**src/sv/rpbu_pkg.sv**
```systemverilog
// Package for the RGB pixel blend unit: field widths, blend codes, register
// indexes and the per-stage pipeline records.
// No dependencies; every module of the block imports it.
package rpbu_pkg;

    localparam int CHANNELS    = 3;
    localparam int PIX_W       = 8;
    localparam int OFFSET_W    = 9;
    localparam int FUNC_W      = 3;
    localparam int CFG_INDEX_W = 3;
    localparam int CFG_DATA_W  = 9;
    localparam int IN_DATA_W   = 2 * CHANNELS * PIX_W;
    localparam int OUT_DATA_W  = CHANNELS * PIX_W;
    localparam int PROD_W      = 2 * PIX_W + 1;
    localparam int BIASED_W    = PROD_W + 1;
    localparam int RECIP_W     = 17;
    localparam int QPROD_W     = BIASED_W + RECIP_W;
    localparam int QUOT_LSB    = 24;

    // floor((x + 127) / 255) == ((x + 128) * 65793) >> 24 for x below 2^17
    localparam logic [RECIP_W-1:0]  RECIP_255  = 17'd65793;
    localparam logic [BIASED_W-1:0] ROUND_BIAS = 18'd128;
    localparam logic [PIX_W-1:0]    PIX_MAX    = 8'd255;

    // blend codes
    localparam logic [FUNC_W-1:0] FUNC_MULTIPLY = 3'd0;
    localparam logic [FUNC_W-1:0] FUNC_SUBTRACT = 3'd1;
    localparam logic [FUNC_W-1:0] FUNC_SCREEN   = 3'd2;
    localparam logic [FUNC_W-1:0] FUNC_OVERLAY  = 3'd3;
    localparam logic [FUNC_W-1:0] FUNC_ADD      = 3'd4;
    localparam logic [FUNC_W-1:0] FUNC_SCALE    = 3'd5;

    // register indexes
    localparam logic [CFG_INDEX_W-1:0] CFG_OFFSET_BLUE  = 3'd0;
    localparam logic [CFG_INDEX_W-1:0] CFG_OFFSET_GREEN = 3'd1;
    localparam logic [CFG_INDEX_W-1:0] CFG_OFFSET_RED   = 3'd2;
    localparam logic [CFG_INDEX_W-1:0] CFG_FACTOR_BLUE  = 3'd3;
    localparam logic [CFG_INDEX_W-1:0] CFG_FACTOR_GREEN = 3'd4;
    localparam logic [CFG_INDEX_W-1:0] CFG_FACTOR_RED   = 3'd5;

    // how the last stage forms a channel
    typedef logic [1:0] rpbu_kind_t;
    localparam rpbu_kind_t KIND_DIRECT    = 2'd0;
    localparam rpbu_kind_t KIND_ROUND     = 2'd1;
    localparam rpbu_kind_t KIND_ROUND_INV = 2'd2;
    localparam rpbu_kind_t KIND_SAT       = 2'd3;

    typedef struct packed {
        logic [PIX_W-1:0] m1;
        logic [PIX_W-1:0] m2;
        logic             dbl;
        rpbu_kind_t       kind;
        logic [PIX_W-1:0] direct;
    } rpbu_s1_t;

    typedef struct packed {
        logic [PROD_W-1:0] prod;
        rpbu_kind_t        kind;
        logic [PIX_W-1:0]  direct;
    } rpbu_s2_t;

    typedef struct packed {
        logic [PIX_W-1:0] quot;
        rpbu_kind_t       kind;
        logic [PIX_W-1:0] direct;
    } rpbu_s3_t;

endpackage

```
**src/sv/rgb_pixel_blend_unit_core.sv**
```systemverilog
// Top level of the RGB pixel blend unit: four-stage per-channel blend pipeline
// and the six configuration registers.
// Depends on rpbu_pkg.
//
// Usage:
//   s_tvalid/s_tready/s_tdata/s_tuser carry one request: a pixel pair (top A,
//   bottom B) in tdata and the blend code in tuser. m_tvalid/m_tready/m_tdata
//   return the blended pixel, one per request, in order.
//   cfg_valid/cfg_ready/cfg_index/cfg_data write the offsets (index 0..2) and
//   the scale factors (index 3..5); writes to other indexes are dropped.
//   Write configuration only while no request is in flight.
// Throughput: one request per cycle while m_tready stays high; the stages are
//   operand select, 8x8 product, reciprocal multiply for the divide by 255,
//   and the output register.
// Reset: empties the pipeline, offsets go to 0 and factors to 1.
// Stall: with m_tready low each stage holds once the stage after it is full;
//   s_tready falls only when all four stages hold a request.
module rgb_pixel_blend_unit_core
(
    input  logic                               clk,
    input  logic                               rst_n,
    input  logic                               s_tvalid,
    output logic                               s_tready,
    // a_blue, a_green, a_red, b_blue, b_green, b_red (8 bits each, from bit 0)
    input  logic [rpbu_pkg::IN_DATA_W-1:0]     s_tdata,
    // func (3 bits)
    input  logic [rpbu_pkg::FUNC_W-1:0]        s_tuser,
    output logic                               m_tvalid,
    input  logic                               m_tready,
    // out_blue, out_green, out_red (8 bits each, from bit 0)
    output logic [rpbu_pkg::OUT_DATA_W-1:0]    m_tdata,
    input  logic                               cfg_valid,
    output logic                               cfg_ready,
    input  logic [rpbu_pkg::CFG_INDEX_W-1:0]   cfg_index,
    input  logic [rpbu_pkg::CFG_DATA_W-1:0]    cfg_data
);
    import rpbu_pkg::*;

    localparam int B_BASE = CHANNELS * PIX_W;

    logic [OFFSET_W-1:0] offset_reg [CHANNELS];
    logic [PIX_W-1:0]    factor_reg [CHANNELS];

    logic v1_reg, v2_reg, v3_reg, v4_reg;
    logic en1, en2, en3, en4;

    rpbu_s1_t s1_reg  [CHANNELS];
    rpbu_s1_t s1_next [CHANNELS];
    rpbu_s2_t s2_reg  [CHANNELS];
    rpbu_s2_t s2_next [CHANNELS];
    rpbu_s3_t s3_reg  [CHANNELS];
    rpbu_s3_t s3_next [CHANNELS];
    logic [OUT_DATA_W-1:0] out_reg, out_next;

    // configuration
    assign cfg_ready = 1'b1;

    always_ff @(posedge clk or negedge rst_n)
    begin
        if (!rst_n)
        begin
            for (int i = 0; i < CHANNELS; i++)
            begin
                offset_reg[i] <= '0;
                factor_reg[i] <= PIX_W'(1);
            end
        end
        else if (cfg_valid && cfg_ready)
        begin
            unique case (cfg_index)
                CFG_OFFSET_BLUE:  offset_reg[0] <= cfg_data;
                CFG_OFFSET_GREEN: offset_reg[1] <= cfg_data;
                CFG_OFFSET_RED:   offset_reg[2] <= cfg_data;
                CFG_FACTOR_BLUE:  factor_reg[0] <= cfg_data[PIX_W-1:0];
                CFG_FACTOR_GREEN: factor_reg[1] <= cfg_data[PIX_W-1:0];
                CFG_FACTOR_RED:   factor_reg[2] <= cfg_data[PIX_W-1:0];
                default:          ;
            endcase
        end
    end

    // a stage advances when it is empty or the next one advances
    assign en4      = !v4_reg || m_tready;
    assign en3      = !v3_reg || en4;
    assign en2      = !v2_reg || en3;
    assign en1      = !v1_reg || en2;
    assign s_tready = en1;

    always_ff @(posedge clk or negedge rst_n)
    begin
        if (!rst_n)
        begin
            v1_reg <= 1'b0;
            v2_reg <= 1'b0;
            v3_reg <= 1'b0;
            v4_reg <= 1'b0;
        end
        else
        begin
            if (en1) v1_reg <= s_tvalid;
            if (en2) v2_reg <= v1_reg;
            if (en3) v3_reg <= v2_reg;
            if (en4) v4_reg <= v3_reg;
        end
    end

    // stage 1: pick the multiplier operands or form the result directly
    always_comb
    begin
        logic [PIX_W-1:0] a, b, ia, ib;
        logic signed [OFFSET_W:0] sum;
        for (int ch = 0; ch < CHANNELS; ch++)
        begin
            a   = s_tdata[ch*PIX_W +: PIX_W];
            b   = s_tdata[B_BASE + ch*PIX_W +: PIX_W];
            ia  = PIX_MAX - a;
            ib  = PIX_MAX - b;
            sum = $signed({2'b00, a}) + $signed({offset_reg[ch][OFFSET_W-1], offset_reg[ch]});
            s1_next[ch].m1     = a;
            s1_next[ch].m2     = b;
            s1_next[ch].dbl    = 1'b0;
            s1_next[ch].kind   = KIND_DIRECT;
            s1_next[ch].direct = '0;
            unique case (s_tuser)
                FUNC_MULTIPLY:
                    s1_next[ch].kind = KIND_ROUND;
                FUNC_SUBTRACT:
                    s1_next[ch].direct = (a > b) ? a - b : '0;
                FUNC_SCREEN:
                begin
                    s1_next[ch].m1   = ia;
                    s1_next[ch].m2   = ib;
                    s1_next[ch].kind = KIND_ROUND_INV;
                end
                FUNC_OVERLAY:
                begin
                    s1_next[ch].dbl = 1'b1;
                    if (b[PIX_W-1])
                    begin
                        s1_next[ch].m1   = ia;
                        s1_next[ch].m2   = ib;
                        s1_next[ch].kind = KIND_ROUND_INV;
                    end
                    else
                        s1_next[ch].kind = KIND_ROUND;
                end
                FUNC_ADD:
                begin
                    // clamp to 0..255
                    if (sum[OFFSET_W])
                        s1_next[ch].direct = '0;
                    else if (sum[OFFSET_W-1])
                        s1_next[ch].direct = PIX_MAX;
                    else
                        s1_next[ch].direct = sum[PIX_W-1:0];
                end
                FUNC_SCALE:
                begin
                    s1_next[ch].m2   = factor_reg[ch];
                    s1_next[ch].kind = KIND_SAT;
                end
                default:
                    s1_next[ch].direct = '0;
            endcase
        end
    end

    // stage 2: 8x8 product, doubled for overlay
    always_comb
    begin
        logic [2*PIX_W-1:0] p;
        for (int ch = 0; ch < CHANNELS; ch++)
        begin
            p = s1_reg[ch].m1 * s1_reg[ch].m2;
            s2_next[ch].prod   = s1_reg[ch].dbl ? {p, 1'b0} : {1'b0, p};
            s2_next[ch].kind   = s1_reg[ch].kind;
            s2_next[ch].direct = s1_reg[ch].direct;
        end
    end

    // stage 3: divide by 255 with rounding through a reciprocal multiply;
    // resolve scale saturation here as well
    always_comb
    begin
        logic [BIASED_W-1:0] z;
        logic [QPROD_W-1:0]  qp;
        for (int ch = 0; ch < CHANNELS; ch++)
        begin
            z  = {1'b0, s2_reg[ch].prod} + ROUND_BIAS;
            qp = z * RECIP_255;
            s3_next[ch].quot   = qp[QUOT_LSB +: PIX_W];
            s3_next[ch].kind   = s2_reg[ch].kind;
            s3_next[ch].direct = s2_reg[ch].direct;
            if (s2_reg[ch].kind == KIND_SAT)
            begin
                s3_next[ch].kind   = KIND_DIRECT;
                s3_next[ch].direct = (s2_reg[ch].prod[PROD_W-1:PIX_W] != '0)
                                   ? PIX_MAX : s2_reg[ch].prod[PIX_W-1:0];
            end
        end
    end

    // stage 4: final select into the output register
    always_comb
    begin
        for (int ch = 0; ch < CHANNELS; ch++)
        begin
            unique case (s3_reg[ch].kind)
                KIND_ROUND:     out_next[ch*PIX_W +: PIX_W] = s3_reg[ch].quot;
                KIND_ROUND_INV: out_next[ch*PIX_W +: PIX_W] = PIX_MAX - s3_reg[ch].quot;
                default:        out_next[ch*PIX_W +: PIX_W] = s3_reg[ch].direct;
            endcase
        end
    end

    always_ff @(posedge clk)
    begin
        if (en1) s1_reg  <= s1_next;
        if (en2) s2_reg  <= s2_next;
        if (en3) s3_reg  <= s3_next;
        if (en4) out_reg <= out_next;
    end

    assign m_tvalid = v4_reg;
    assign m_tdata  = out_reg;

endmodule

```
**config.mk**
```make
export PLATFORM = sky130hd
export DESIGN_NAME = rgb_pixel_blend_unit_core
export DESIGN_NICKNAME = d
export VERILOG_FILES = /design/src/sv/rpbu_pkg.sv /design/src/sv/rgb_pixel_blend_unit_core.sv
export SDC_FILE = /design/constraint.sdc
export NUM_CORES = 1
export LEC_CHECK = 0
export BUFFER_PORTS_ARGS = -buffer_cell sky130_fd_sc_hd__clkbuf_2
export CAP_MARGIN = 10
export CORE_MARGIN = 2
export CORE_UTILIZATION = 58
export CTS_CLUSTER_DIAMETER = 50
export CTS_CLUSTER_SIZE = 28
export DETAILED_ROUTE_END_ITERATION = 10
export PLACE_DENSITY = 0.78
export SLEW_MARGIN = 20
export SYNTH_ARGS = -nofsm -noshare
export SYNTH_HDL_FRONTEND = slang
export SYNTH_SLANG_ARGS = --single-unit
```
**constraint.sdc**
```tcl
create_clock -name clk -period 4.6 [get_ports clk]
set_clock_uncertainty 0.05 [all_clocks]
set_input_delay 0.23 -clock clk [delete_from_list [all_inputs] [get_ports clk]]
set_output_delay 0.23 -clock clk [all_outputs]
set_load 0.02 [all_outputs]
```
=== Word-level counts from Yosys, hierarchy flattened ===
Index checks and enable logic that the tools add are counted.

* Register bits: 293
* Input bits: 68
* Word-level logic and storage cells: 153
* Output and inout bits: 27

* Multiplexer cells: 40
* Magnitude comparators: 3
* Multiply operators: 6
* Reductions and logical operators: 19
* Eq/ne operators: 19
* Add/subtract/negate cells: 18

{| class="wikitable"
|+ Operators by type and width
! cell !! count
|-
| 8-bit one-hot mux with 2 select lines || 9
|-
| 8-bit 2-to-1 mux || 15
|-
| 18-bit by 17-bit multiplier with 32-bit output (second input constant) || 3
|-
| 16-bit 2-to-1 mux || 6
|-
| 8-bit one-hot mux with 3 select lines || 3
|-
| 8-bit subtractor (first input constant) || 9
|-
| 17-bit by 8-bit adder with 18-bit output (second input constant) || 3
|-
| 8-bit by 8-bit multiplier with 16-bit output || 3
|-
| 9-bit by 9-bit adder with 10-bit output || 3
|-
| 9-bit nonzero test || 3
|-
| 8-bit greater-than comparator || 3
|-
| 2-bit one-hot mux with 4 select lines || 3
|-
| 8-bit subtractor || 3
|-
| 2-bit equality test (second input constant) || 6
|-
| 3-bit by 2-bit equality test with 1-bit output (second input constant) || 4
|-
| 3-bit equality test (second input constant) || 4
|-
| 2-bit AND reduction || 6
|-
| 2-bit by 1-bit equality test with 1-bit output (second input constant) || 3
|-
| 3-bit by 1-bit equality test with 1-bit output (second input constant) || 2
|-
| 3-bit zero test || 2
|-
| 2-bit 2-to-1 mux || 3
|-
| 1-bit zero test || 4
|-
| 1-bit logical OR || 4
|-
| 1-bit 2-to-1 mux || 1
|}

=== Logic depth before layout (Yosys ltp) ===
* Depth after elaboration: 5
* Depth in mapped cells: 18
* Mapped depth without buffers: 17

=== Least setup slack after synthesis ===
No wires, ideal clock.

* Path type: register to register
* Start point: register s1_reg[20] (netlist name)
* End point: register s2_reg[24] (netlist name) (data pin)
* Buffers on the path: 0
* Data required time: 4.290 ns
* Period minus slack after synthesis: 4.622 ns
* Setup time: 0.260 ns
* Cell stages (with the launch flop): 16
* Arrival time: 4.312 ns
* Setup slack: -0.022 ns
* Cells stage by stage: edfxtp_1 and2_1 fa_1 fa_1 inv_1 fa_1 fa_1 inv_1 ha_1 a21oi_2 o22ai_1 o41a_1 a41o_1 a21oi_2 xnor2_1 mux2_2

{| class="wikitable"
|+ RTL lines
! item !! RTL line !! source
|-
| start: declaration || rgb_pixel_blend_unit_core.sv:47 || <nowiki>rpbu_s1_t s1_reg [CHANNELS];</nowiki>
|-
| start signal: assignment || rgb_pixel_blend_unit_core.sv:218 || <nowiki>if (en1) s1_reg <= s1_next;</nowiki>
|-
| end signal: assignment || rgb_pixel_blend_unit_core.sv:219 || <nowiki>if (en2) s2_reg <= s2_next;</nowiki>
|-
| end: declaration || rgb_pixel_blend_unit_core.sv:49 || <nowiki>rpbu_s2_t s2_reg [CHANNELS];</nowiki>
|}

==> metrics.md <==
| Metric | Value |
|---|---|
| Yosys Warn Count | 0 |
| CP required | slightly below 5000 ps |
| DR pass1 iterations | 7 |
| Crit start category | flop |
| Core area | roughly 0.04 mm² |
| First-pass GRT wire length | roughly 87 mm |
| Largest net degree at the start of global routing | 83 |
| Initial DRC Count | 983 |
| Clock Tree Buf Depth | 3 |
| Via density | about 5.7 |
| Number of synthesized flops with an enable pin | between 200 and 250 |
| Sink Count | approximately 300 |
| R2R depth | 17 |
| Fmax | roughly 0.22 GHz |
| Setup CP Type | reg2reg |
| Setup slack, reg-to-reg | -40 ps |
| GRT Util Overall | 24.6% |
| Syn-to-layout area delta | 16.2% |
| Slew headroom | ~29% |
| Antenna violations before repair | 1 |
| Hold-critical path depth | 2 |
| Max reg flops | just over 80 |
| Std cell rows | 74 |
| Endpoints failing hold | 0 |
| DRC viols | 0 |
| Library cells used by synthesis | 73 |
| Hold endpoint | s1_reg[48]$_DFFE_PP_ |
| Min setup slack post-route | -40.9 ps |
| Worst hold slack | between 20 and 30 ps |
| Placement Setup Slack | -185 ps |
| Synth Area per Inst | about 11 µm² |
| Outcome | finished with violations |
| Synth Register Bits | a little under 300 |
| Sequential share of the synthesized area | roughly a third |
| Worst Max-Slew Pin Slew | between 1000 and 1500 ps |
| Drt wl/cell | about 18 µm |
| Crit path DAT | around 4900 ps |
| CTS clk-pin slew, worst paths | 70 ps |
| Total CTS buffers | 34 |
| CP Capture Type | flop |
| CTS tree | yes |
| Leak pwr | 13.1 nW |
| Failing checks | negative setup slack |
| Detailed Route WL | 54.5 mm |
| Depth of the CTS H-tree | 2 |
| Maximum Capacitance Violations | 0 |
| Final slew viol count | 0 |
| I/O pin count | between 90 and 100 |
| Power per Cell Area | between 700 and 800 mW/mm² |
| Height of the die | ~210 µm |
| Reg2Reg Capture Point | s2_reg[24]$_DFFE_PP_ |
| Vias in the first global route | roughly 17000 |
| Post-route ant nets | 0 |
| Final Setup Violations | 2 |
| Vias | ~17000 |
| Worst-skew pair later-pin latency | about 550 ps |
| ANT cells | 0 |
| RSZ-0062 raised after global routing | true |
| Final global-route overflow total | 0 |
| I/O Buffers | 93 |
| Synth Net Count | ~2800 |
| HP Class | in2reg |
| Crit Path Max Fanout | 4 |
| Hold path startpoint | s_tdata[10] |
| RD Place Congestion | about 0.92 |
| Crit share post-route | 101% |
| Ys async rst share | between 10% and 20% |
| Hpwl dp | ~42 mm |
| Layout cells sized above 1 | about 20% |
| Post-Syn Area | 0.0242 mm² |
| Die area | ~0.043 mm² |
| Reg-to-Reg Start | s1_reg[21]$_DFFE_PP_ |
| Starting Density | about 59% |
| NumNets Final | just over 3000 |
| Clock root buffer | clkbuf_16 |
| Synth Flop Type | edfxtp_1 |
| Peak supply drop | 476 µV |
| Final Critical Period | between 4000 and 5000 ps |
| Mapped Cells | approximately 2300 |
| Die width | 208 µm |
[cell type report]
cell class / instances / area, µm²
clock buffer: 36 / 868
clock inverter: 26 / 327
fill: 2926 / 12900
inverter: 223 / 837
multi-input combinational: 1698 / 15300
sequential: 293 / 8530
tap: 532 / 666
timing repair buffer: 234 / 1580
[cells in the final DEF (no fill, tap or decap), types with 34 or more instances in the layout]
cell type / instances
a21oi_1: 106
and2_1: 144
buf_4: 125
clkbuf_16: 34
clkbuf_2: 93
dfrtp_1: 52
edfxtp_1: 238
fa_1: 124
ha_1: 321
inv_1: 207
mux2_2: 67
nand2_1: 137
nor2_1: 102
o21ai_0: 118
xnor2_1: 95
[layer usage]
| layer | track usage (%) | vias up | part of all wire, % |
|---|---|---|---|
| li1 | - | 8411 | - |
| met1 | 34.1 | 8378 | 45 |
| met2 | 41.4 | 486 | 48 |
| met3 | 3.52 | 79 | 5.2 |
| met4 | 5.46 | 2 | 1.8 |
| met5 | 0 | - | 0.026 |
[cell usage after synthesis, drive strengths merged, types with 7 or more instances]
master,number,share of area (%)
ha,341,18
edfxtp,238,30
inv,222,3.4
and2,162,4.2
nand2,144,2.2
o21ai,137,2.8
fa,129,11
a21oi,117,2.5
nor2,105,1.6
xnor2,105,3.8
mux2,69,3.2
dfrtp,52,5.4
mux2i,32,1.3
a21o,31,0.96
clkbuf,31,0.48
nor2b,31,0.80
xor2,31,1.1
nand3,30,0.66
o22ai,27,0.70
o22a,24,0.87
nor3,19,0.43
nand2b,16,0.41
nand4,16,0.41
o21a,13,0.40
and3,10,0.26
or3,10,0.26
a211oi,9,0.28
buf,9,0.18
nor4,7,0.18
o211ai,7,0.22
[worst max path at each step]
stage | start | end | slack [ps]
final | s1_reg[21]$_DFFE_PP_ | s2_reg[24]$_DFFE_PP_ | -40
after global routing | s1_reg[21]$_DFFE_PP_ | s2_reg[24]$_DFFE_PP_ | -170
after CTS | s1_reg[68]$_DFFE_PP_ | s2_reg[78]$_DFFE_PP_ | 1
after detailed placement | s1_reg[21]$_DFFE_PP_ | s2_reg[23]$_DFFE_PP_ | -190
after global placement | s1_reg[21]$_DFFE_PP_ | s2_reg[23]$_DFFE_PP_ | -80
after floorplan | s1_reg[16]$_DFFE_PP_ | s2_reg[23]$_DFFE_PP_ | 40
[power by group]
group | leakage [nW] | switching (mW) | internal [mW]
Sequential | 3.19 | 0.532 | 4.04
Clock | 0.574 | 1.26 | 1.54
Combinational | 9.31 | 7.30 | 6.43
[logic make-up (layout without fill, tap and decap cells)]
kind of cell             Yosys count  in the layout  synth area share (%)
AND/OR/NAND/NOR                  570            570                  12.1
adder cells (fa/ha/maj)          470            470                  28.3
AO/OA/AOI/OAI                    420            420                  10.8
flip-flops                       293            293                  35.2
buffers and inverters            263            519                  4.12
XOR/XNOR                         136            136                  4.95
multiplexers                     101            101                  4.53
other                              1              1                0.0155
[stage by stage]
step / utilization, % / setup TNS [ps] / std cells / power [mW] / area [µm²]
6_report: 68.6 / -73.8 / 3042 / 21.1 / 28100
4_1_cts: 66.7 / 0 / 3006 / 19.8 / 27300
3_3_place_gp: 63.1 / -396 / 2924 / 16.0 / 25900
3_5_place_dp: 63.1 / -1380 / 2924 / 16.5 / 25900
5_1_grt: 68.6 / -1220 / 3042 / 22.9 / 28100
2_1_floorplan: - / 0 / 2254 / 13.4 / 24200
[what timing repair did]
item                                    4_1_cts  5_1_grt
gates resized for setup                      30      115
pin swaps                                    32      101
endpoints found under the setup margin       12       33
hold buffers                                  7        0
setup buffers                                14       35
hold endpoints to repair                     66        0
[critical path, stage by stage, from the launching register on]
cell and delay [ps]:
edfxtp_1 460, buf_6 160, nand2_2 60, fa_1 450, fa_1 500, inv_1 50
fa_1 500, inv_2 40, fa_1 520, inv_2 50, ha_4 220, nand3_2 70
o22ai_2 80, o41a_1 420, a41o_1 220, a21oi_2 180, xnor2_2 80, mux2_4 260
(Power assumes the default switching activity.)
